### config.mk
export PLATFORM = sky130hd
export DESIGN_NAME = rsc_ram
export DESIGN_NICKNAME = d
export VERILOG_FILES = /design/src/rtl/rsc_ram.sv
export SDC_FILE = /design/constraint.sdc
export NUM_CORES = 2
export LEC_CHECK = 0
export BUFFER_PORTS_ARGS = -buffer_cell sky130_fd_sc_hd__buf_4
export CORE_MARGIN = 1
export CORE_UTILIZATION = 42
export CTS_CLUSTER_DIAMETER = 150
export DETAILED_ROUTE_END_ITERATION = 6
export GPL_ROUTABILITY_DRIVEN = 0
export GPL_TIMING_DRIVEN = 0
export HOLD_SLACK_MARGIN = 0.12
export SLEW_MARGIN = 40
export SYNTH_ARGS = -nofsm -noshare
export SYNTH_HDL_FRONTEND = slang
export SYNTH_SLANG_ARGS = --single-unit
### constraint.sdc
create_clock -name aclk -period 5.96 [get_ports aclk]
set_clock_uncertainty 0.2 [all_clocks]
set_input_delay 0.298 -clock aclk [delete_from_list [all_inputs] [get_ports aclk]]
set_output_delay 0.298 -clock aclk [all_outputs]
set_load 0.05 [all_outputs]
### src/rtl/rsc_ram.sv
// Generic simple dual-port RAM with registered read.
module rsc_ram #(
    parameter int WIDTH = 32,
    parameter int DEPTH = 128,
    localparam int AW   = (DEPTH > 1) ? $clog2(DEPTH) : 1
) (
    input  logic             aclk,
    input  logic             we,
    input  logic [AW-1:0]    waddr,
    input  logic [WIDTH-1:0] wdata,
    input  logic [AW-1:0]    raddr,
    output logic [WIDTH-1:0] rdata
);

    logic [WIDTH-1:0] mem [DEPTH];
    logic [WIDTH-1:0] rdata_reg;

    always_ff @(posedge aclk) begin
        if (we) begin
            mem[waddr] <= wdata;
        end
        rdata_reg <= mem[raddr];
    end

    assign rdata = rdata_reg;

endmodule

## Word level (Yosys, flattened, before mapping)

Memory sizes are Yosys's and may differ from the RTL's. A register that Yosys moved wholly into a read port is not among the register bits.
Cells that the tools add are included.

| word-level totals | value |
|---|---|
| bits of input ports | 48 |
| memories kept | 1 |
| register bits | 0 |
| RAM bits | 4096 |
| logic and storage cells | 3 |

Memories:

| name | words | bits a word | read ports | clocked after Yosys merged registers in | wr ports | line | source |
|---|---|---|---|---|---|---|---|
| mem | 128 | 32 | 1 | 1 | 1 | 15 | `logic [WIDTH-1:0] mem [DEPTH];` |

| cells by class | value |
|---|---|
| mux-type cells | 2 |

Operators with widths:

| operator | count |
|---|---|
| two-way mux 1 bit | 2 |

## Longest topological paths before layout

| logic depth | value |
|---|---|
| word-level depth | 2 |
| gate-level depth with buffers | 8 |
| depth with buffers taken out | 4 |

## Worst setup path before layout

OpenSTA, ideal clock, no wires.

| timing | value |
|---|---|
| path kind | input to register |
| start point | input we |
| end point | memory mem[98][0], enable pin |
| data arrival time | 3076 ps |
| data required time | 5299 ps |
| slack | 2223 ps |
| setup time | 461 ps |
| stages on the path | 3 |
| cells stage by stage | clkbuf_1 > nand4_1 > nor3_1 |

| on the way | value |
|---|---|
| word-level cells in the longest chain between the ends | 2 |

Ends and longest elaborated chain:

| element | line | source |
|---|---|---|
| start, declared | 8 | `input logic we,` |
| two-way mux 1 bit | 19 | `if (we) begin` |
| two-way mux 1 bit (implied by the code) | 20 | `mem[waddr] <= wdata;` |
| end, declared | 15 |  |

Every way passes these cells.

## Worst setup path in the final report

| timing | value |
|---|---|
| start point | input waddr[3] |
| end point | memory mem[76][15], enable pin |

RTL lines:

| element | line | source |
|---|---|---|
| start, declared | 9 | `input logic [AW-1:0] waddr,` |

Straight into the memory's write port.

==> impl_metrics.tcl <==
set metrics [dict create \
    ys_seq_elements 4128 \
    grt.busiest_layer "met2" \
    top_level_port_count 80 \
    die_area_mm2 0.375 \
    hp-class "primary input to register" \
    timing.critical_path.cells "dlygate4sd3_1, buf_4, nor2b_1, nand3_1, nor3_2, buf_2, buf_4, buf_4, buf_4, buf_2" \
    finalCriticalPeriod_ps 4160 \
    crit_path_top_delay_cell "nor2b_1" \
    detail_route.iter0.violations 9315 \
    cts_sinks 4128 \
    timing.final.setup_violations 0 \
    timing.max_slew.rel_slack_pct 37.4 \
    layout.core_utilization_pct 49.9 \
    critPathBufInv 7 \
    yosysWarningCount 0 \
    synthesis.area_mm2 0.156 \
    synth_largest_type_area_fraction_pct 78.7 \
    worst_r2r_endpoint "rdata[10]" \
    power.leakage_nw 56.7 \
    worst-path-max-fanout 8 \
    r2r_cells 4 \
    synthTopCellsByArea "edfxtp_1 79%, mux4_2 19%, clkbuf_1 0.44%, dfxtp_1 0.41%, nor2_1 0.29%" \
    met3_usage_pct 4.50 \
    number_of_resized_instances_in_the_post_cts_repair_step 0 \
    dpl-instance-area_mm2 0.170 \
    synth-seq-area-share_pct 79.1 \
    ant_nets 0 \
    endpoint_kind "register" \
    timing_worst_slew_pin_value_ps 937 \
    detail_route.wirelength_um 409000 \
    arrival_ps 4560 \
    use_met1_pct 30.0 \
    rsz0062_at_grt "no" \
    stdcell_area_mm2 0.184 \
    die_width_um 612 \
    design_power_total_mw 60.5 \
    syn_to_final_growth_pct 18.0 \
    whs_endpoint "mem[99][28]" \
    drc 0 \
    p_sw_share_pct 21.4 \
    ir_worst_vdd_mv 0.225 \
    maxSlewViolCount 0 \
    groute.layer.met2.usage_pct 34.9 \
    net-switching-power_mw 12.9 \
    detailedRoute.firstPassIterationCount 5 \
    die_height_um 612 \
    hold_viol_final 0 \
    worstHoldPathCells 2 \
    cts_htree_levels 5 \
    final_min_period_over_clock_period_pct 69.7 \
    largest_register_ffs 4096 \
    via_count 71400 \
    cp_common_cell "buf_4" \
    detail_route.vias_per_cell 5.83 \
    syn-mean-instance-area_um2 26.1 \
    required_worst_endpoint_ps 6360 \
    power.share.sequential_pct 53.1 \
    cp_slowest_stage_delay_ps 770 \
    io_buffers 68 \
    power_frac_clock_pct 41.0 \
    power.density_cell_area_mw_per_mm2 328 \
    setup-tns-final_ps 0 \
    nets 6897 \
    number_of_standard_cells_after_synthesis 5990 \
    ctsRootBufferMaster "clkbuf_16" \
    grtUsageTotal_pct 21.8 \
    first_global_vias 72000 \
    synth_cell_type_count 17 \
    cts_made_buffers 400 \
    finalHoldWorstSlack_ps 141 \
    ctsLongestPathBuffers 4 \
    clk_pin_slew_ps 60 \
    syn_nets 6038 \
    clk_latency_ps 940 \
    regToRegStartpoint "mem[5][10]" \
    synth_top_area_cell "edfxtp_1" \
    share_comb_of_total_power_pct 5.9 \
    grt_remaining_overflow 0 \
    num_rows 223 \
    initial_core_util_pct 42.3 \
    grt_antenna_before_repair 88 \
    worst_setup_path_type "primary input to register" \
    critical-path-top-delay-family "simple AND/OR/NAND/NOR gates" \
    core_area_mm2 0.370 \
    maxClockFrequency_ghz 0.241 \
    share_of_layout_cells_above_drive_strength_1_pct 37.2 \
    start_kind "primary input" \
    clock_tree_from_tritoncts "built" \
    min_from "wdata[28]" \
    max-cap-violations 0 \
    routedWlPerCell_um 33.4 \
    hpwl_um 279000 \
    regToRegSetupSlack_ps 2970 \
    first_pass_grt_wire_length_um 569000 \
    outcome "complete, no violations" \
    cell_internal_pwr_mw 47.6 \
    grt_start_max_net_pins 129 \
]
-- per-layer routing --
metal  routed length, um  part of all wire [%]  up-vias
met1              161000                    39    39400
met5                 102                 0.025        -
li1                    -                     -    28300
met3               35800                   8.8      491
met4               12200                   3.0       16
met2              200000                    49     3193
-- worst reg2reg max path: stages (launching register included) --
cell and delay [ps]:
edfxtp_1 360, mux4_2 490, mux4_2 610, mux4_2 780, mux2_2 430
-- synth_stat cells --
cell type	number
dfxtp_1	32
or3_1	1
nor2_1	122
clkbuf_1	182
buf_2	79
nor3_1	9
nand4_1	3
buf_6	2
edfxtp_1	4096
nand3_1	12
nand2_1	14
mux2_2	32
nand2b_1	2
nor2b_1	7
buf_4	3
mux4_2	1344
buf_1	50
-- what timing repair did --
action,in CTS,in global routing
hold buffers,38,7
buffers inserted,0,0
hold endpoints to repair,4233,204
-- power by group through the flow --
stage	clock [mW]	sequential, mW	combinational (mW)
floorplan	0	32.9	1.55
global placement	0	32.7	3.29
detailed placement	0	32.7	3.48
CTS	25.1	32.1	3.51
global route	26.2	32.1	3.70
finish	24.8	32.1	3.58
-- metrics by stage --
step,cells,worst slack [ps]
2_1_floorplan,5990,2220
3_5_place_dp,11300,1030
4_1_cts,12100,1980
6_report,12200,1800
5_1_grt,12200,1880
3_3_place_gp,11000,-1490
-- worst max-delay path by stage --
stage,slack [ps],cells after the start,end,startpoint
after floorplan,2220,3,mem[98][0],we
after global placement,-1490,4,mem[102][15],waddr[3]
after detailed placement,1030,9,rdata[17],raddr[2]
after CTS,1980,9,rdata[15],raddr[2]
after global routing,1880,9,rdata[15],raddr[2]
final,1800,10,mem[76][15],waddr[3]
-- kinds of logic (layout without fill, tap and decap cells) --
| group | count (synthesis) | in the layout | share of synthesized area [%] |
|---|---|---|---|
| other | 0 | 134 | 0 |
| buffers and inverters | 316 | 1491 | 0.839 |
| muxes | 1376 | 1376 | 19.6 |
| and+or+nand+nor | 170 | 170 | 0.446 |
| DFF | 4128 | 4128 | 79.1 |
-- layout make-up --
type | count | area [um2]
clock inverters | 223 | 1910
repair buffers | 457 | 7710
well taps | 4950 | 6190
fillers | 28500 | 185000
clock buffers | 495 | 10800
flip-flops and latches | 4128 | 124000
diodes | 134 | 335
multi-input cells | 1546 | 32300
plain buffers | 316 | 1500
-- cell usage in the layout, fill, tap and decap left out, types with 97 or more instances in the layout --
cell type     n
nor2_4      119
clkinv_1     97
edfxtp_1   4096
clkbuf_1    182
buf_8       157
diode_2     134
buf_16      148
clkbuf_16   416
buf_2       137
mux4_2     1344
Power figures use the tool's default switching activity.
