--- src/rtl/rsc_pkg.sv ---
// Shared types and constants of the RPN stack calculator.
package rsc_pkg;

    localparam int STACK_DEPTH_DEF = 128;
    localparam int VAR_COUNT       = 27;
    localparam int LAST_PRINTED    = 26;
    localparam int VAR_AW          = $clog2(VAR_COUNT);
    localparam int DIV_DVD_W       = 48;
    localparam int DIV_DVS_W       = 32;

    localparam logic signed [31:0] Q_MAX = 32'sh7FFF_FFFF;
    localparam logic signed [31:0] Q_MIN = 32'sh8000_0000;

    typedef struct packed {
        logic [3:0]         mode;
        logic signed [31:0] operand_value;
        logic [4:0]         variable_index;
    } in_beat_t;

    typedef struct packed {
        logic signed [31:0] result_value;
        logic               value_valid;
        logic [2:0]         status;
    } out_beat_t;

    typedef enum logic [3:0] {
        MODE_PUSH_NUM = 4'd0,
        MODE_PUSH_VAR = 4'd1,
        MODE_ASSIGN   = 4'd2,
        MODE_ADD      = 4'd3,
        MODE_SUB      = 4'd4,
        MODE_MUL      = 4'd5,
        MODE_DIV      = 4'd6,
        MODE_MOD      = 4'd7,
        MODE_PEEK     = 4'd8,
        MODE_DUP      = 4'd9,
        MODE_SWAP     = 4'd10,
        MODE_CLEAR    = 4'd11,
        MODE_PRINT    = 4'd12
    } mode_t;

    typedef enum logic [2:0] {
        STS_OK       = 3'd0,
        STS_EMPTY    = 3'd1,
        STS_FULL     = 3'd2,
        STS_ZERO_DIV = 3'd3,
        STS_BAD_VAR  = 3'd4
    } status_t;

    typedef enum logic [3:0] {
        S_IDLE,
        S_RD1,
        S_RD2,
        S_EXEC,
        S_MUL,
        S_DIV,
        S_WR1,
        S_WR2,
        S_DONE
    } state_t;

endpackage

--- src/rtl/rsc_div.sv ---
// Restoring unsigned divider, one quotient bit per cycle.
module rsc_div (
    input  logic                           aclk,
    input  logic                           aresetn,
    input  logic                           start,
    input  logic [rsc_pkg::DIV_DVD_W-1:0]  dividend,
    input  logic [rsc_pkg::DIV_DVS_W-1:0]  divisor,
    output logic                           done,
    output logic [rsc_pkg::DIV_DVD_W-1:0]  quotient,
    output logic [rsc_pkg::DIV_DVS_W-1:0]  remainder
);
    import rsc_pkg::*;

    localparam int CW = $clog2(DIV_DVD_W);

    logic                 busy_reg, busy_next;
    logic                 done_reg, done_next;
    logic [CW-1:0]        cnt_reg, cnt_next;
    logic [DIV_DVD_W-1:0] quo_reg, quo_next;
    logic [DIV_DVS_W:0]   rem_reg, rem_next;
    logic [DIV_DVS_W-1:0] dvs_reg, dvs_next;
    logic [DIV_DVS_W:0]   rem_sh;
    logic [DIV_DVS_W+1:0] diff;

    always_comb begin
        rem_sh    = {rem_reg[DIV_DVS_W-1:0], quo_reg[DIV_DVD_W-1]};
        diff      = {1'b0, rem_sh} - {2'b00, dvs_reg};
        busy_next = busy_reg;
        done_next = 1'b0;
        cnt_next  = cnt_reg;
        quo_next  = quo_reg;
        rem_next  = rem_reg;
        dvs_next  = dvs_reg;
        if (start) begin
            busy_next = 1'b1;
            cnt_next  = '0;
            quo_next  = dividend;
            rem_next  = '0;
            dvs_next  = divisor;
        end else if (busy_reg) begin
            if (!diff[DIV_DVS_W+1]) begin
                rem_next = diff[DIV_DVS_W:0];
                quo_next = {quo_reg[DIV_DVD_W-2:0], 1'b1};
            end else begin
                rem_next = rem_sh;
                quo_next = {quo_reg[DIV_DVD_W-2:0], 1'b0};
            end
            cnt_next = cnt_reg + CW'(1);
            if (cnt_reg == CW'(DIV_DVD_W - 1)) begin
                busy_next = 1'b0;
                done_next = 1'b1;
            end
        end
    end

    always_ff @(posedge aclk) begin
        if (!aresetn) begin
            busy_reg <= 1'b0;
            done_reg <= 1'b0;
        end else begin
            busy_reg <= busy_next;
            done_reg <= done_next;
        end
    end

    always_ff @(posedge aclk) begin
        cnt_reg <= cnt_next;
        quo_reg <= quo_next;
        rem_reg <= rem_next;
        dvs_reg <= dvs_next;
    end

    assign done      = done_reg;
    assign quotient  = quo_reg;
    assign remainder = rem_reg[DIV_DVS_W-1:0];

endmodule

--- config.mk ---
export PLATFORM = sky130hd
export DESIGN_NAME = rsc_div
export DESIGN_NICKNAME = d
export VERILOG_FILES = /design/src/rtl/rsc_pkg.sv /design/src/rtl/rsc_div.sv
export SDC_FILE = /design/constraint.sdc
export NUM_CORES = 1
export LEC_CHECK = 0
export BUFFER_PORTS_ARGS = -buffer_cell sky130_fd_sc_hd__clkbuf_2
export CORE_MARGIN = 2
export CORE_UTILIZATION = 50
export CTS_BUF_LIST = sky130_fd_sc_hd__clkbuf_4 sky130_fd_sc_hd__clkbuf_8 sky130_fd_sc_hd__clkbuf_16
export DETAILED_ROUTE_END_ITERATION = 12
export PLACE_DENSITY = 0.76
export SLEW_MARGIN = 15
export SYNTH_ARGS = -nofsm -noshare
export SYNTH_HDL_FRONTEND = slang
export SYNTH_SLANG_ARGS = --single-unit
--- constraint.sdc ---
create_clock -name aclk -period 4.4 [get_ports aclk]
set_clock_uncertainty 0.2 [all_clocks]
set_input_delay 0.66 -clock aclk [delete_from_list [all_inputs] [get_ports aclk]]
set_output_delay 0.66 -clock aclk [all_outputs]
set_load 0.02 [all_outputs]
## Yosys cells after proc, flatten, opt, wreduce, memory -nomap -nowiden

Index checks and enable logic that the tools add are counted.

| word-level totals | value |
|---|---|
| register bits | 120 |
| bits of input ports | 83 |
| output and inout bits | 81 |
| logic and storage cells | 21 |

| cells by class | value |
|---|---|
| add/sub/neg operators | 2 |
| equal/unequal tests | 1 |
| multiplexer cells | 8 |
| bitwise logic cells | 2 |
| reduce and logical (&&, ||, !) cells | 2 |

Operator list:

| cell | number |
|---|---|
| two-way mux 48 bit | 2 |
| subtractor 33 x 32 -> 34 bit | 1 |
| two-way mux 32 bit | 1 |
| adder 6 x 1 -> 6 bit, second input constant | 1 |
| == test 6 bit, second input constant | 1 |
| two-way mux 1 bit | 5 |
| OR reduction 3 bit | 1 |
| inverter 1 bit | 2 |
| nonzero test 2 bit | 1 |

## Logic depth before layout (Yosys ltp)

| logic depth | value |
|---|---|
| depth after elaboration | 4 |
| depth in mapped cells | 13 |
| gate-level depth less buffers | 12 |

## Worst setup path after synthesis

No wires, ideal clock.

| timing | value |
|---|---|
| path type | register to register |
| start point | register quo_reg[47] (netlist: quotient[47]) |
| end point | register rem_reg[26] |
| setup time | 0.115 ns |
| arrival | 3.112 ns |
| data required time | 4.085 ns |
| slack | 0.972 ns |
| cell stages (with the launch flop) | 13 |
| buffers on the path | 0 |
| clock period less this slack | 3.428 ns |
| cells stage by stage | edfxtp_1 -> inv_1 -> ha_1 -> inv_1 -> fa_1 -> a21o_1 -> a221oi_2 -> nor4b_1 -> or4_1 -> a211oi_1 -> o21bai_1 -> xor2_1 -> a31o_1 |

| on the way | value |
|---|---|
| cells in the longest elaborated chain, start to end | 2 |

RTL lines:

| element | RTL line | source |
|---|---|---|
| start, declared | rsc_div.sv:19 | `logic [DIV_DVD_W-1:0] quo_reg, quo_next;` |
| start signal, assigned | rsc_div.sv:68 | `quo_reg <= quo_next;` |
| subtractor 33 x 32 -> 34 bit | rsc_div.sv:27 | `diff = {1'b0, rem_sh} - {2'b00, dvs_reg};` |
| two-way mux 32 bit | rsc_div.sv:41 | `if (!diff[DIV_DVS_W+1]) begin` |
| end signal, assigned | rsc_div.sv:69 | `rem_reg <= rem_next;` |
| end, declared | rsc_div.sv:20 | `logic [DIV_DVS_W:0] rem_reg, rem_next;` |

Every way passes these cells.
A chain may end at the register's enable or synchronous reset.

## Worst setup path after layout

Ends and elaborated chain as after synthesis.

==> impl_metrics.py <==
metrics = {
    "setup_path": {
        "crit_chain": "inv_1 > ha_1 > inv_1 > fa_1 > a21o_1 > a221oi_2 > nor4b_1 > or4_1 > a211oi_1 > o21bai_1 > xor2_1 > a31o_1",
        "crit_family": "compound AO/OA/AOI/OAI gates",
        "cp-start-kind": "flop",
        "critPathSlowestCell": "or4_1",
        "end_kind": "flop",
        "critPathMaxStageDelay_ps": 580,
        "required_ps": 4500,
        "crit_buf_inv": 2,
        "crit_fanout": 4,
        "critPathMostFrequentCell": "inv_1",
        "cp.arrival_ps": 3830,
        "crit_type": "flop to flop",
    },
    "layout": {
        "ff_latch_area_mm2": 0.00320,
        "final_cell_area_mm2": 0.00816,
        "multi_input_area_mm2": 0.00311,
        "largest_reg_flops": 48,
        "syn2layout_area_growth_pct": 23.1,
        "mostFrequentLayoutCells": "clkbuf_2, edfxtp_1, nand2_1, mux2_2, inv_1",
        "drive_above_1_share_pct": 32.2,
        "n_fill_cell": 1075,
        "antennaDiodeCount": 0,
        "final_common_cell": "clkbuf_2",
        "fin_util_pct": 62.4,
        "final_nets": 905,
    },
    "floorplanning": {
        "die_y_um": 119,
        "ioPinCount": 164,
        "core_mm2": 0.0131,
        "die_x_um": 119,
        "rows": 42,
        "die-area_mm2": 0.0142,
        "start_util_pct": 50.7,
    },
    "global_route": {
        "track_usage_pct": 24.0,
        "grt_pass1_vias": 5445,
        "grt_max_degree": 59,
        "grt_pass1_wl_um": 26900,
        "antenna_found_initial": 0,
        "globalRouteOverflowTotal": 0,
    },
    "synthesis": {
        "yosys_warnings": 0,
        "synth_async_sr_flop_share_pct": 0,
        "synth.net_count": 747,
        "synth_edf_count": 80,
        "synth_cell_types": 59,
        "synth_ff_type": "edfxtp_1",
        "synth_top_cell_by_area": "edfxtp_1",
        "netlist_area_mm2": 0.00663,
        "synth_seq_area_share_pct": 48.3,
        "netlist_top_cells_area": "edfxtp_1, dfxtp_1, mux2_2",
        "netlist_instances": 630,
        "syn_avg_cell_area_um2": 10.5,
        "ys_seq_elements": 120,
        "synth_top_area_share_pct": 36.2,
    },
    "power_and_ir_drop": {
        "power_mw": 3.57,
        "p_per_area_mw_per_mm2": 437,
        "peakVddDrop_v": 0.000322,
        "power_leakage_nw": 3.70,
    },
    "placement": {
        "port_buffers": 163,
        "gp_congestion": 0.915,
        "dp_hpwl_um": 11900,
        "placed_cell_area_mm2": 0.00757,
    },
    "sta": {
        "slew_violations": 0,
        "worst_pin_slew_ps": 967,
        "finalCritPeriodShare_pct": 84.7,
        "finalSetupTns_ps": 0,
        "rsz0062_at_grt": "no",
        "fmax_mhz": 268,
        "fin_crit_ps": 3730,
        "setup_viol": 0,
        "slew_headroom_pct": 35.4,
        "final_hold_viol_count": 0,
    },
    "routing": {
        "route.detailed.drc": 0,
        "drtIter0Drc": 294,
        "dr.pass1.iters": 7,
        "vias": 5391,
        "vias_per_cell": 5.52,
        "wl_per_cell_um": 16.8,
        "ant_nets": 0,
        "routed_wl_um": 16400,
    },
    "clock_tree": {
        "cts_tree": "built",
        "cts_num_sinks": 120,
        "root_buffer": "clkbuf_16",
        "cts.path.max_buffers": 2,
        "htree_num_levels": 4,
        "cts_buffers": 17,
        "clk_pin_slew_ps": 60,
        "postCtsSetupRepairBufs": 0,
        "clock_latency_ps": 410,
        "post_cts_resized": 0,
        "hold_buffers": 0,
    },
    "outcome": {
        "status": "completed",
    },
    "job": {
        "cap_violations": 0,
    },
    "min_path": {
        "hp-class": "input pin to flop",
    },
}
## layer usage
layer  part of all wire [%]  GRT usage (%)  vias to the layer above
met5                      0              0                        -
met4                    1.0           7.29                        0
met3                    7.0           8.33                       16
met2                     49           40.4                      182
met1                     43           29.0                     2543
li1                       -              -                     2650
## where the power goes
part	switching [mW]	total (mW)	internal (mW)
registers	0.0672	1.39	1.32
clock network	0.534	1.40	0.862
logic	0.474	0.783	0.309
total	1.08	3.57	2.49
## stage by stage
| stage | std cells | setup slack [ps] | hold WS, ps |
|---|---|---|---|
| after floorplan | 630 | 972 | 258 |
| after global placement | 945 | 795 | 266 |
| after detailed placement | 945 | 726 | 306 |
| after CTS | 977 | 709 | 198 |
| after global routing | 977 | 474 | 196 |
| final | 977 | 673 | 221 |
## synth_stat cells, types with 2 or more instances
cell / count
a31oi_1: 3
mux2_2: 48
xnor2_1: 15
a311oi_1: 21
inv_1: 44
or2_2: 2
nor3_1: 6
o31ai_1: 4
dfxtp_1: 40
nor2_1: 42
buf_6: 3
clkbuf_1: 24
o21a_1: 3
edfxtp_1: 80
nand2b_1: 4
or4_1: 2
a41oi_1: 2
ha_1: 33
nand2_1: 64
a21oi_1: 28
xor2_1: 11
nand3_1: 24
o2111a_1: 2
o21bai_1: 5
o21ai_0: 25
and3_1: 9
a221o_1: 2
mux2i_1: 4
a31o_1: 2
or3_1: 6
a41o_1: 2
and4_1: 3
nor3b_1: 4
nor2b_1: 6
nand4_1: 3
a211oi_1: 3
nor4_1: 3
o311a_1: 2
a21o_1: 21
and2_1: 3
a22oi_1: 2
buf_4: 3
## final cells by class
type                            instances  share of cell area, %
Sequential cell                       120                   39.2
Multi-Input combinational cell        435                   38.1
Timing Repair Buffer                  170                   10.7
Clock buffer                           19                   5.47
Tap cell                              176                   2.70
Inverter                               44                   2.02
Clock inverter                         13                   1.78
## final timing paths
check,startpoint,end,slack (ps),cells after the start
worst max-delay path,quotient[47],rem_reg[26],670,12
worst max register to register,quotient[47],rem_reg[26],670,12
worst min register to register,rem_reg[7],rem_reg[8],310,2
worst min-delay path,divisor[30],dvs_reg[30],220,1
## kinds of logic after synthesis
family | synth area share (%)
AOI/OAI and AO/OA | 15.3
xor gates and xnor gates | 3.43
adders and majority gates | 6.53
buffers and inverters | 4.76
DFF | 48.3
muxes | 8.76
and+or+nand+nor | 12.9
(Power assumes the default switching activity.)
